$ cat config.mk
export PLATFORM = sky130hd
export DESIGN_NAME = scalar_to_rgb_color_map_unit_flat
export DESIGN_NICKNAME = d
export VERILOG_FILES = /design/src/design/scm_pkg.sv /design/src/design/scm_if.sv /design/src/design/scm_stop_select.sv /design/src/design/scm_div_stage.sv /design/src/design/scm_blend.sv /design/src/design/scalar_to_rgb_color_map_unit.sv /design/src/flat_wrapper.sv
export SDC_FILE = /design/constraint.sdc
export NUM_CORES = 2
export LEC_CHECK = 0
export ABC_AREA = 1
export BUFFER_PORTS_ARGS = -buffer_cell sky130_fd_sc_hd__buf_2
export CORE_UTILIZATION = 40
export CTS_CLUSTER_DIAMETER = 100
export CTS_CLUSTER_SIZE = 25
export DETAILED_ROUTE_END_ITERATION = 16
export HOLD_SLACK_MARGIN = 0.02
export PLACE_DENSITY = 0.57
export SLEW_MARGIN = 20
export SYNTH_ARGS = -nofsm -noshare
export SYNTH_HDL_FRONTEND = slang
export SYNTH_SLANG_ARGS = --single-unit
$ cat constraint.sdc
create_clock -name clk -period 7.05 [get_ports clk]
set_input_delay 1.41 -clock clk [delete_from_list [all_inputs] [get_ports clk]]
set_output_delay 1.41 -clock clk [all_outputs]
set_load 0.02 [all_outputs]
$ cat src/design/scm_pkg.sv
package scm_pkg;

    localparam int VALUE_BITS     = 16;
    localparam int COLOR_BITS     = 24;
    localparam int CHAN_BITS      = 8;
    localparam int NUM_CHANS      = 3;
    localparam int FRAC_BITS      = 16;
    localparam int PROD_BITS      = CHAN_BITS + FRAC_BITS + 2;
    localparam int CFG_DATA_BITS  = VALUE_BITS + COLOR_BITS;
    localparam int CFG_INDEX_BITS = 3;
    localparam int COUNT_BITS     = 3;
    localparam int NUM_STOP_REGS  = 6;
    localparam int DIV_STEP_BITS  = 4;
    localparam int DIV_STAGES     = FRAC_BITS / DIV_STEP_BITS;

    localparam logic [CFG_INDEX_BITS-1:0] REG_STOP0      = 3'd0;
    localparam logic [CFG_INDEX_BITS-1:0] REG_STOPS_USED = 3'd6;
    localparam logic [CFG_INDEX_BITS-1:0] REG_CONTINUOUS = 3'd7;

    typedef struct packed {
        logic [VALUE_BITS-1:0] value;
        logic [COLOR_BITS-1:0] color;
    } stop_t;

    // Work item carried through the divider stages. rem starts as the offset
    // into the interval and quot collects the blend fraction.
    typedef struct packed {
        logic [COLOR_BITS-1:0] color_a;
        logic [COLOR_BITS-1:0] color_b;
        logic                  is_default;
        logic [VALUE_BITS-1:0] rem;
        logic [VALUE_BITS-1:0] span;
        logic [FRAC_BITS-1:0]  quot;
    } div_t;

    localparam stop_t STOP_RESET [NUM_STOP_REGS] = '{
        40'h0000FFFFB2,
        40'h4000FECC5C,
        40'h8000FD8D3C,
        40'hC000F03B20,
        40'hFFFFBD0026,
        40'h0000000000
    };

    localparam logic [COUNT_BITS-1:0] STOPS_USED_RESET = 3'd5;

endpackage

$ cat src/design/scm_if.sv
interface scm_sample_if #(parameter int SAMPLE_BITS = 16);
    logic                   valid;
    logic                   ready;
    logic [SAMPLE_BITS-1:0] sample;

    modport source (output valid, output sample, input ready);
    modport sink (input valid, input sample, output ready);
endinterface

interface scm_color_if;
    logic       valid;
    logic       ready;
    logic [7:0] red;
    logic [7:0] green;
    logic [7:0] blue;
    logic       is_default;

    modport source (output valid, output red, output green, output blue, output is_default,
                    input ready);
    modport sink (input valid, input red, input green, input blue, input is_default,
                  output ready);
endinterface

$ cat src/design/scm_stop_select.sv
module scm_stop_select
    import scm_pkg::*;
#(
    parameter int MAX_STOPS   = 6,
    parameter int SAMPLE_BITS = 16
)
(
    input  logic                   clk,
    input  logic                   rst_n,
    input  logic                   in_valid,
    output logic                   in_ready,
    input  logic [SAMPLE_BITS-1:0] sample,
    input  stop_t                  stops [MAX_STOPS],
    input  logic [COUNT_BITS-1:0]  stops_used,
    input  logic                   continuous,
    output logic                   out_valid,
    input  logic                   out_ready,
    output div_t                   out_data
);

    localparam int CMP_BITS = (SAMPLE_BITS > VALUE_BITS) ? SAMPLE_BITS : VALUE_BITS;
    localparam int IDX_BITS = $clog2(MAX_STOPS);

    logic                   a_valid_reg;
    logic [SAMPLE_BITS-1:0] a_sample_reg;
    logic [MAX_STOPS-1:0]   a_lt_reg;
    logic [MAX_STOPS-1:0]   a_lt_next;
    logic [COUNT_BITS-1:0]  a_count_reg;
    logic [COUNT_BITS-1:0]  a_count_next;
    logic                   a_ready;

    logic                   b_valid_reg;
    div_t                   b_data_reg;
    div_t                   b_data_next;
    logic                   b_ready;

    logic [IDX_BITS-1:0]    last_idx;
    logic [IDX_BITS-1:0]    k_idx;
    logic [IDX_BITS-1:0]    km1_idx;

    assign b_ready  = !b_valid_reg || out_ready;
    assign a_ready  = !a_valid_reg || b_ready;
    assign in_ready = a_ready;

    // Stage A: compare the sample against every stop in parallel.
    always_comb
    begin
        a_count_next = (stops_used > COUNT_BITS'(MAX_STOPS)) ? COUNT_BITS'(MAX_STOPS)
                                                               : stops_used;
        for (int i = 0; i < MAX_STOPS; i++)
        begin
            a_lt_next[i] = CMP_BITS'(sample) < CMP_BITS'(stops[i].value);
        end
    end

    always_ff @(posedge clk or negedge rst_n)
    begin
        if (!rst_n)
        begin
            a_valid_reg <= 1'b0;
        end
        else if (a_ready)
        begin
            a_valid_reg <= in_valid;
        end
    end

    always_ff @(posedge clk)
    begin
        if (a_ready && in_valid)
        begin
            a_sample_reg <= sample;
            a_lt_reg     <= a_lt_next;
            a_count_reg  <= a_count_next;
        end
    end

    // Stage B: pick the interval and form the divider operands.
    always_comb
    begin
        last_idx = IDX_BITS'(a_count_reg - COUNT_BITS'(1));
        k_idx    = last_idx;
        for (int i = MAX_STOPS - 2; i >= 1; i--)
        begin
            if (int'(a_count_reg) >= i + 2 && a_lt_reg[i])
            begin
                k_idx = IDX_BITS'(i);
            end
        end
        km1_idx = k_idx - IDX_BITS'(1);

        b_data_next            = '0;
        if (a_count_reg == '0)
        begin
            b_data_next.is_default = 1'b1;
        end
        else if (a_lt_reg[0])
        begin
            b_data_next.color_a = stops[0].color;
            b_data_next.color_b = stops[0].color;
        end
        else if (!a_lt_reg[last_idx])
        begin
            b_data_next.color_a = stops[last_idx].color;
            b_data_next.color_b = stops[last_idx].color;
        end
        else if (continuous)
        begin
            b_data_next.color_a = stops[km1_idx].color;
            b_data_next.color_b = stops[k_idx].color;
            b_data_next.rem     = VALUE_BITS'(CMP_BITS'(a_sample_reg)
                                              - CMP_BITS'(stops[km1_idx].value));
            b_data_next.span    = stops[k_idx].value - stops[km1_idx].value;
        end
        else
        begin
            b_data_next.color_a = stops[km1_idx].color;
            b_data_next.color_b = stops[km1_idx].color;
        end
    end

    always_ff @(posedge clk or negedge rst_n)
    begin
        if (!rst_n)
        begin
            b_valid_reg <= 1'b0;
        end
        else if (b_ready)
        begin
            b_valid_reg <= a_valid_reg;
        end
    end

    always_ff @(posedge clk)
    begin
        if (b_ready && a_valid_reg)
        begin
            b_data_reg <= b_data_next;
        end
    end

    assign out_valid = b_valid_reg;
    assign out_data  = b_data_reg;

endmodule

$ cat src/design/scm_div_stage.sv
module scm_div_stage
    import scm_pkg::*;
(
    input  logic clk,
    input  logic rst_n,
    input  logic in_valid,
    output logic in_ready,
    input  div_t in_data,
    output logic out_valid,
    input  logic out_ready,
    output div_t out_data
);

    logic                valid_reg;
    div_t                data_reg;
    div_t                data_next;
    logic [VALUE_BITS:0] trial;

    assign in_ready = !valid_reg || out_ready;

    // Restoring division, a few quotient bits per stage. The remainder is either
    // below the span or zero with a zero span, so each trial fits in one extra bit.
    always_comb
    begin
        data_next = in_data;
        trial     = '0;
        for (int j = 0; j < DIV_STEP_BITS; j++)
        begin
            trial = {data_next.rem, 1'b0};
            if (trial >= {1'b0, data_next.span})
            begin
                data_next.rem  = VALUE_BITS'(trial - {1'b0, data_next.span});
                data_next.quot = {data_next.quot[FRAC_BITS-2:0], 1'b1};
            end
            else
            begin
                data_next.rem  = trial[VALUE_BITS-1:0];
                data_next.quot = {data_next.quot[FRAC_BITS-2:0], 1'b0};
            end
        end
    end

    always_ff @(posedge clk or negedge rst_n)
    begin
        if (!rst_n)
        begin
            valid_reg <= 1'b0;
        end
        else if (in_ready)
        begin
            valid_reg <= in_valid;
        end
    end

    always_ff @(posedge clk)
    begin
        if (in_ready && in_valid)
        begin
            data_reg <= data_next;
        end
    end

    assign out_valid = valid_reg;
    assign out_data  = data_reg;

endmodule

$ cat src/design/scm_blend.sv
module scm_blend
    import scm_pkg::*;
(
    input  logic                 clk,
    input  logic                 rst_n,
    input  logic                 in_valid,
    output logic                 in_ready,
    input  div_t                 in_data,
    output logic                 out_valid,
    input  logic                 out_ready,
    output logic [CHAN_BITS-1:0] red,
    output logic [CHAN_BITS-1:0] green,
    output logic [CHAN_BITS-1:0] blue,
    output logic                 is_default
);

    logic                        m_valid_reg;
    logic signed [PROD_BITS-1:0] m_prod_reg [NUM_CHANS];
    logic signed [PROD_BITS-1:0] m_prod_next [NUM_CHANS];
    logic [COLOR_BITS-1:0]       m_base_reg;
    logic                        m_default_reg;
    logic                        m_ready;

    logic                        o_valid_reg;
    logic [COLOR_BITS-1:0]       o_color_reg;
    logic [COLOR_BITS-1:0]       o_color_next;
    logic                        o_default_reg;
    logic                        o_ready;

    logic signed [CHAN_BITS:0]   delta;

    assign o_ready  = !o_valid_reg || out_ready;
    assign m_ready  = !m_valid_reg || o_ready;
    assign in_ready = m_ready;

    // a*(1-f) + b*f equals a + (b-a)*f, and the floor of the signed product
    // keeps the truncation of the unsigned form.
    always_comb
    begin
        delta = '0;
        for (int c = 0; c < NUM_CHANS; c++)
        begin
            delta = $signed({1'b0, in_data.color_b[c*CHAN_BITS +: CHAN_BITS]})
                  - $signed({1'b0, in_data.color_a[c*CHAN_BITS +: CHAN_BITS]});
            m_prod_next[c] = PROD_BITS'(delta) * PROD_BITS'($signed({1'b0, in_data.quot}));
        end
    end

    always_ff @(posedge clk or negedge rst_n)
    begin
        if (!rst_n)
        begin
            m_valid_reg <= 1'b0;
        end
        else if (m_ready)
        begin
            m_valid_reg <= in_valid;
        end
    end

    always_ff @(posedge clk)
    begin
        if (m_ready && in_valid)
        begin
            m_prod_reg    <= m_prod_next;
            m_base_reg    <= in_data.color_a;
            m_default_reg <= in_data.is_default;
        end
    end

    // The true channel result stays within 0..255, so adding modulo 256 is exact.
    always_comb
    begin
        for (int c = 0; c < NUM_CHANS; c++)
        begin
            o_color_next[c*CHAN_BITS +: CHAN_BITS] = m_base_reg[c*CHAN_BITS +: CHAN_BITS]
                + m_prod_reg[c][FRAC_BITS +: CHAN_BITS];
        end
    end

    always_ff @(posedge clk or negedge rst_n)
    begin
        if (!rst_n)
        begin
            o_valid_reg <= 1'b0;
        end
        else if (o_ready)
        begin
            o_valid_reg <= m_valid_reg;
        end
    end

    always_ff @(posedge clk)
    begin
        if (o_ready && m_valid_reg)
        begin
            o_color_reg   <= o_color_next;
            o_default_reg <= m_default_reg;
        end
    end

    assign out_valid  = o_valid_reg;
    assign red        = o_color_reg[2*CHAN_BITS +: CHAN_BITS];
    assign green      = o_color_reg[CHAN_BITS +: CHAN_BITS];
    assign blue       = o_color_reg[0 +: CHAN_BITS];
    assign is_default = o_default_reg;

endmodule

$ cat src/design/scalar_to_rgb_color_map_unit.sv
// Stages: stop compare, interval select, a 4-stage divider that resolves 4 quotient
// bits per stage, then a multiply and an add stage before the color output.
// Throughput: one sample per cycle unless output stalls have filled every stage.
// Every stage holds its own valid bit, so bubbles fill in while the output stalls.
// Reset clears all valid bits and loads the default five-stop map in continuous mode.
module scalar_to_rgb_color_map_unit
    import scm_pkg::*;
#(
    parameter int MAX_STOPS   = 6,
    parameter int SAMPLE_BITS = 16
)
(
    input  logic                      clk,
    input  logic                      rst_n,
    scm_sample_if.sink                samples,
    scm_color_if.source               colors,
    input  logic                      cfg_wr_en,
    input  logic [CFG_INDEX_BITS-1:0] cfg_index,
    input  logic [CFG_DATA_BITS-1:0]  cfg_data
);

    stop_t                 stop_reg [MAX_STOPS];
    logic [COUNT_BITS-1:0] stops_used_reg;
    logic                  continuous_reg;

    logic                  pipe_valid [DIV_STAGES+1];
    logic                  pipe_ready [DIV_STAGES+1];
    div_t                  pipe_data  [DIV_STAGES+1];

    always_ff @(posedge clk or negedge rst_n)
    begin
        if (!rst_n)
        begin
            for (int i = 0; i < MAX_STOPS; i++)
            begin
                stop_reg[i] <= STOP_RESET[i];
            end
            stops_used_reg <= STOPS_USED_RESET;
            continuous_reg <= 1'b1;
        end
        else if (cfg_wr_en)
        begin
            for (int i = 0; i < MAX_STOPS; i++)
            begin
                if (cfg_index == REG_STOP0 + CFG_INDEX_BITS'(i))
                begin
                    stop_reg[i] <= cfg_data;
                end
            end
            case (cfg_index)
                REG_STOPS_USED: stops_used_reg <= cfg_data[COUNT_BITS-1:0];
                REG_CONTINUOUS: continuous_reg <= cfg_data[0];
                default:        ;
            endcase
        end
    end

    scm_stop_select #(
        .MAX_STOPS   (MAX_STOPS),
        .SAMPLE_BITS (SAMPLE_BITS)
    ) u_select (
        .clk        (clk),
        .rst_n      (rst_n),
        .in_valid   (samples.valid),
        .in_ready   (samples.ready),
        .sample     (samples.sample),
        .stops      (stop_reg),
        .stops_used (stops_used_reg),
        .continuous (continuous_reg),
        .out_valid  (pipe_valid[0]),
        .out_ready  (pipe_ready[0]),
        .out_data   (pipe_data[0])
    );

    for (genvar s = 0; s < DIV_STAGES; s++)
    begin : g_div
        scm_div_stage u_div (
            .clk       (clk),
            .rst_n     (rst_n),
            .in_valid  (pipe_valid[s]),
            .in_ready  (pipe_ready[s]),
            .in_data   (pipe_data[s]),
            .out_valid (pipe_valid[s+1]),
            .out_ready (pipe_ready[s+1]),
            .out_data  (pipe_data[s+1])
        );
    end

    scm_blend u_blend (
        .clk        (clk),
        .rst_n      (rst_n),
        .in_valid   (pipe_valid[DIV_STAGES]),
        .in_ready   (pipe_ready[DIV_STAGES]),
        .in_data    (pipe_data[DIV_STAGES]),
        .out_valid  (colors.valid),
        .out_ready  (colors.ready),
        .red        (colors.red),
        .green      (colors.green),
        .blue       (colors.blue),
        .is_default (colors.is_default)
    );

`ifndef NO_ASSERTIONS
    // Input back-pressure only appears once every stage is full and the output stalls.
    assert property (@(posedge clk) disable iff (!rst_n)
        !samples.ready |-> (colors.valid && !colors.ready))
        else $error("input stalled while the pipeline still has room");

    // The empty map always gives black.
    assert property (@(posedge clk) disable iff (!rst_n)
        (colors.valid && colors.is_default) |->
            (colors.red == 8'd0 && colors.green == 8'd0 && colors.blue == 8'd0))
        else $error("default result carries a nonzero color");

    // A transaction taken at the output with nothing behind it leaves the output empty.
    assert property (@(posedge clk) disable iff (!rst_n)
        (colors.valid && colors.ready && !u_blend.m_valid_reg) |=> !colors.valid)
        else $error("output valid without a transaction behind it");
`endif

endmodule

$ cat src/flat_wrapper.sv
// flat-port wrapper written by rule: the top's interface ports become plain ports
module scalar_to_rgb_color_map_unit_flat import scm_pkg::*;
#(
    parameter int MAX_STOPS   = 6,
    parameter int SAMPLE_BITS = 16
)
  (clk, rst_n, cfg_wr_en, cfg_index, cfg_data, samples_valid, samples_sample, samples_ready, colors_valid, colors_red, colors_green, colors_blue, colors_is_default, colors_ready);
  scm_sample_if #(.SAMPLE_BITS(SAMPLE_BITS)) samples_i ();
  scm_color_if colors_i ();
  input  logic clk;
  input  logic rst_n;
  input  logic cfg_wr_en;
  input  logic [CFG_INDEX_BITS-1:0] cfg_index;
  input  logic [CFG_DATA_BITS-1:0] cfg_data;
  input wire logic [$bits(samples_i.valid)-1:0] samples_valid;
  input wire logic [$bits(samples_i.sample)-1:0] samples_sample;
  output wire logic [$bits(samples_i.ready)-1:0] samples_ready;
  output wire logic [$bits(colors_i.valid)-1:0] colors_valid;
  output wire logic [$bits(colors_i.red)-1:0] colors_red;
  output wire logic [$bits(colors_i.green)-1:0] colors_green;
  output wire logic [$bits(colors_i.blue)-1:0] colors_blue;
  output wire logic [$bits(colors_i.is_default)-1:0] colors_is_default;
  input wire logic [$bits(colors_i.ready)-1:0] colors_ready;
  assign samples_i.valid = samples_valid;
  assign samples_i.sample = samples_sample;
  assign samples_ready = samples_i.ready;
  assign colors_valid = colors_i.valid;
  assign colors_red = colors_i.red;
  assign colors_green = colors_i.green;
  assign colors_blue = colors_i.blue;
  assign colors_is_default = colors_i.is_default;
  assign colors_i.ready = colors_ready;
  scalar_to_rgb_color_map_unit #(.MAX_STOPS(MAX_STOPS), .SAMPLE_BITS(SAMPLE_BITS)) u_core (.clk(clk), .rst_n(rst_n), .samples(samples_i), .colors(colors_i), .cfg_wr_en(cfg_wr_en), .cfg_index(cfg_index), .cfg_data(cfg_data));
endmodule
==> impl_metrics.env <==
export IMPL_avgRoutedWirePerCell_um=18.5
export IMPL_syn_area_mm2=0.0633
export IMPL_hold_viol_final=0
export IMPL_maxCapViolations=0
export IMPL_holdWs_ns=0.420
export IMPL_syn2layout_area_growth_pct=25.4
export IMPL_die_h_um=400
export IMPL_gr_total_overflow=0
export IMPL_synth_area_top_cells="edfxtp_1, nand2_1, ha_1, fa_1, o21ai_0"
export IMPL_critPathKind="reg -> reg"
export IMPL_clk_pin_slew_worst_paths_ns=0.09
export IMPL_synthCells=7725
export IMPL_fmax_mhz=145
export IMPL_worst_pin_slew_ns=1.10
export IMPL_rows=145
export IMPL_slowest_delay_ns=0.42
export IMPL_ioPinCount=91
export IMPL_synthFlopType="edfxtp_1"
export IMPL_skew_ns=0.0385
export IMPL_synth_edf_count=512
export IMPL_grt_max_degree=144
export IMPL_totalWireLength_um=200000
export IMPL_die_w_um=400
export IMPL_dr_pass1_iters=6
export IMPL_start_util_pct=40.4
export IMPL_period_share_pct=97.8
export IMPL_path_max_fanout=7
export IMPL_setup_viol=0
export IMPL_synthArstFlopShare_pct=33.0
export IMPL_grt_pass1_vias=54141
export IMPL_dieArea_mm2=0.160
export IMPL_period_minus_slack_ns=6.90
export IMPL_insertion_delay_ns=0.70
export IMPL_holdCritPathClass="reg -> reg"
export IMPL_synthXorXnorAreaFrac_pct=3.82
export IMPL_cts_root_buf="clkbuf_16"
export IMPL_yosys_warnings=0
export IMPL_cts_buffers=43
export IMPL_drive_above_1_share_pct=24.6
export IMPL_syn_nets=8675
export IMPL_largest_register_ffs=332
export IMPL_ys_seq_elements=764
export IMPL_io_buffers=90
export IMPL_cts_hold_buffers=0
export IMPL_synth_top_family_by_area="adder cells"
export IMPL_cts_sinks=764
export IMPL_synth_fa_ha_area_share_pct=21.2
export IMPL_endpoint_kind="register"
export IMPL_dp_hpwl_um=147000
export IMPL_grt_pass1_wl_um=303000
export IMPL_drtIter0Drc=4062
export IMPL_gp_congestion=0.961
export IMPL_synth_top_area_cell="edfxtp_1"
export IMPL_antenna_found_initial=7
export IMPL_synth_compound_area_share_pct=14.4
export IMPL_rsz0062_at_grt="yes"
export IMPL_cts_tree="yes"
export IMPL_ant_nets=0
export IMPL_synth_mux_area_fraction_pct=0.0316
export IMPL_maxSlewHeadroom_pct=26.8
export IMPL_yosysSeqAreaShare_pct=34.5
export IMPL_drcViolationCount=0
export IMPL_status="completed"
export IMPL_critPathLaunchType="register"
export IMPL_finalNetCount=9654
export IMPL_core_mm2=0.157
export IMPL_worstPathRequired_ns=7.47
export IMPL_arrival_ns=7.31
export IMPL_htreeDepth=2
export IMPL_clockBufferDepth=3
export IMPL_yosys_area_share_simple_pct=18.0
export IMPL_viasPerCell=5.22
export IMPL_slew_violations=0
export IMPL_vias=56341
export IMPL_path_common_cell="nand2_2"
export IMPL_synth_avg_cell_area_um2=8.19
export IMPL_synth_cell_types=72
export IMPL_slowest_stage="edfxtp_1"
export IMPL_synth_top_area_share_pct=24.3
export IMPL_grt_use_total_pct=24.2
-- metrics by stage --
stage | cells | instance area [µm²] | TNS [ns] | util [%] | setup slack [ns]
6_report | 10799 | 79400 | 0 | 50.7 | 0.154
4_1_cts | 10646 | 74600 | 0 | 47.7 | 0.000531
3_5_place_dp | 10536 | 72400 | -16.16 | 46.2 | -0.870
2_1_floorplan | 7725 | 63300 | 0 | - | 0.00531
3_3_place_gp | 10536 | 72400 | -11.47 | 46.2 | -0.817
5_1_grt | 10797 | 79300 | -6.43 | 50.7 | -0.170
-- area by class of cell --
type                    instances  area (µm²)
inverters                    1047        3980
diodes                          5        12.5
well taps                    2058        2570
clock buffers                  56        1140
flip-flops and latches        764       21800
clock inverters                21         283
fillers                     14754       77200
repair buffers               1208        9310
multi-input cells            5638       40200
repair inverters                2        13.8
-- placed cells by master, fill, tap and decap left out, drive strengths merged, types with 37 or more instances in the layout --
cell type	Yosys	routed
nand2	2010	2011
nand3	191	192
fa	306	306
a21oi	548	548
dfstp	92	92
nand4	37	37
inv	1038	1046
xor2	148	148
dfrtp	160	160
or2	37	37
xnor2	126	126
ha	580	580
o211ai	41	41
buf	78	1203
o21ai	907	907
clkbuf	201	61
nor2	440	441
edfxtp	512	512
-- synth_stat cells (13+ instances only) --
| master | count |
|---|---|
| inv_1 | 1015 |
| o22ai_1 | 18 |
| xor2_1 | 148 |
| xnor2_1 | 124 |
| o21bai_1 | 15 |
| buf_4 | 13 |
| edfxtp_1 | 512 |
| nand4_1 | 34 |
| ha_1 | 580 |
| nor2_1 | 426 |
| a21oi_1 | 546 |
| o211ai_1 | 41 |
| buf_1 | 13 |
| nor4_1 | 14 |
| nand3_1 | 170 |
| o21ai_0 | 817 |
| dfstp_2 | 92 |
| o21ai_1 | 79 |
| or2_2 | 35 |
| inv_2 | 21 |
| fa_1 | 306 |
| a31oi_1 | 32 |
| clkbuf_1 | 199 |
| nand3_2 | 17 |
| nand2_1 | 1986 |
| nand2_2 | 22 |
| a21o_1 | 24 |
| o21a_1 | 27 |
| a21boi_0 | 25 |
| dfrtp_1 | 160 |
| buf_2 | 40 |
| nor3_1 | 30 |
-- layer usage --
| layer | wire length [µm] | vias up | global-route usage (%) | part of all wire [%] |
|---|---|---|---|---|
| met5 | 27 | - | 0 | 0.014 |
| met4 | 7900 | 4 | 8.93 | 4.0 |
| met3 | 11100 | 346 | 2.47 | 5.6 |
| met2 | 93800 | 1699 | 40.2 | 47 |
| met1 | 86800 | 26925 | 32.6 | 43 |
| li1 | - | 27367 | - | - |
-- critical path: cells and delay by family (launching register included) --
family | cells | cell delay, ns
buffers and inverters | 11 | 1.37
XOR/XNOR | 1 | 0.14
AND/OR/NAND/NOR | 26 | 2.32
adder cells (fa/ha/maj) | 4 | 1.11
flip-flops | 1 | 0.42
AO/OA/AOI/OAI | 8 | 1.29
-- worst paths after layout --
kind                                                         start                                  to  slack [ns]  cells past startpoint
worst max-delay path                  u_core.u_select.out_data[18]  u_core.g_div[0].u_div.out_data[46]        0.15                     50
worst min-delay path            u_core.g_div[0].u_div.out_data[51]  u_core.g_div[1].u_div.out_data[51]        0.42                      0
worst max register to register        u_core.u_select.out_data[18]  u_core.g_div[0].u_div.out_data[46]        0.15                     50
worst min register to register  u_core.g_div[0].u_div.out_data[51]  u_core.g_div[1].u_div.out_data[51]        0.42                      0
max in group asynchronous                                    rst_n                 u_core.stop_reg[19]        4.90                      2
min in group asynchronous                                    rst_n                u_core.stop_reg[231]        0.79                      1
-- timing repair --
| action | in CTS | in global routing |
|---|---|---|
| setup endpoints to repair | 53 | 73 |
| gates resized for setup | 143 | 740 |
| setup buffers | 29 | 139 |
| pin swaps | 32 | 270 |
| gates cloned | 4 | 11 |
-- cells by family after synthesis --
logic type                 count (synthesis)
AOI/OAI and AO/OA                       1688
and+or+nand+nor                         2785
muxes                                      2
buffers and inverters                   1326
xor gates and xnor gates                 274
adders and majority gates                886
DFF                                      764
Power is not shown: default switching activity piles up to over one toggle a cycle in this logic, so the estimate is an artifact.
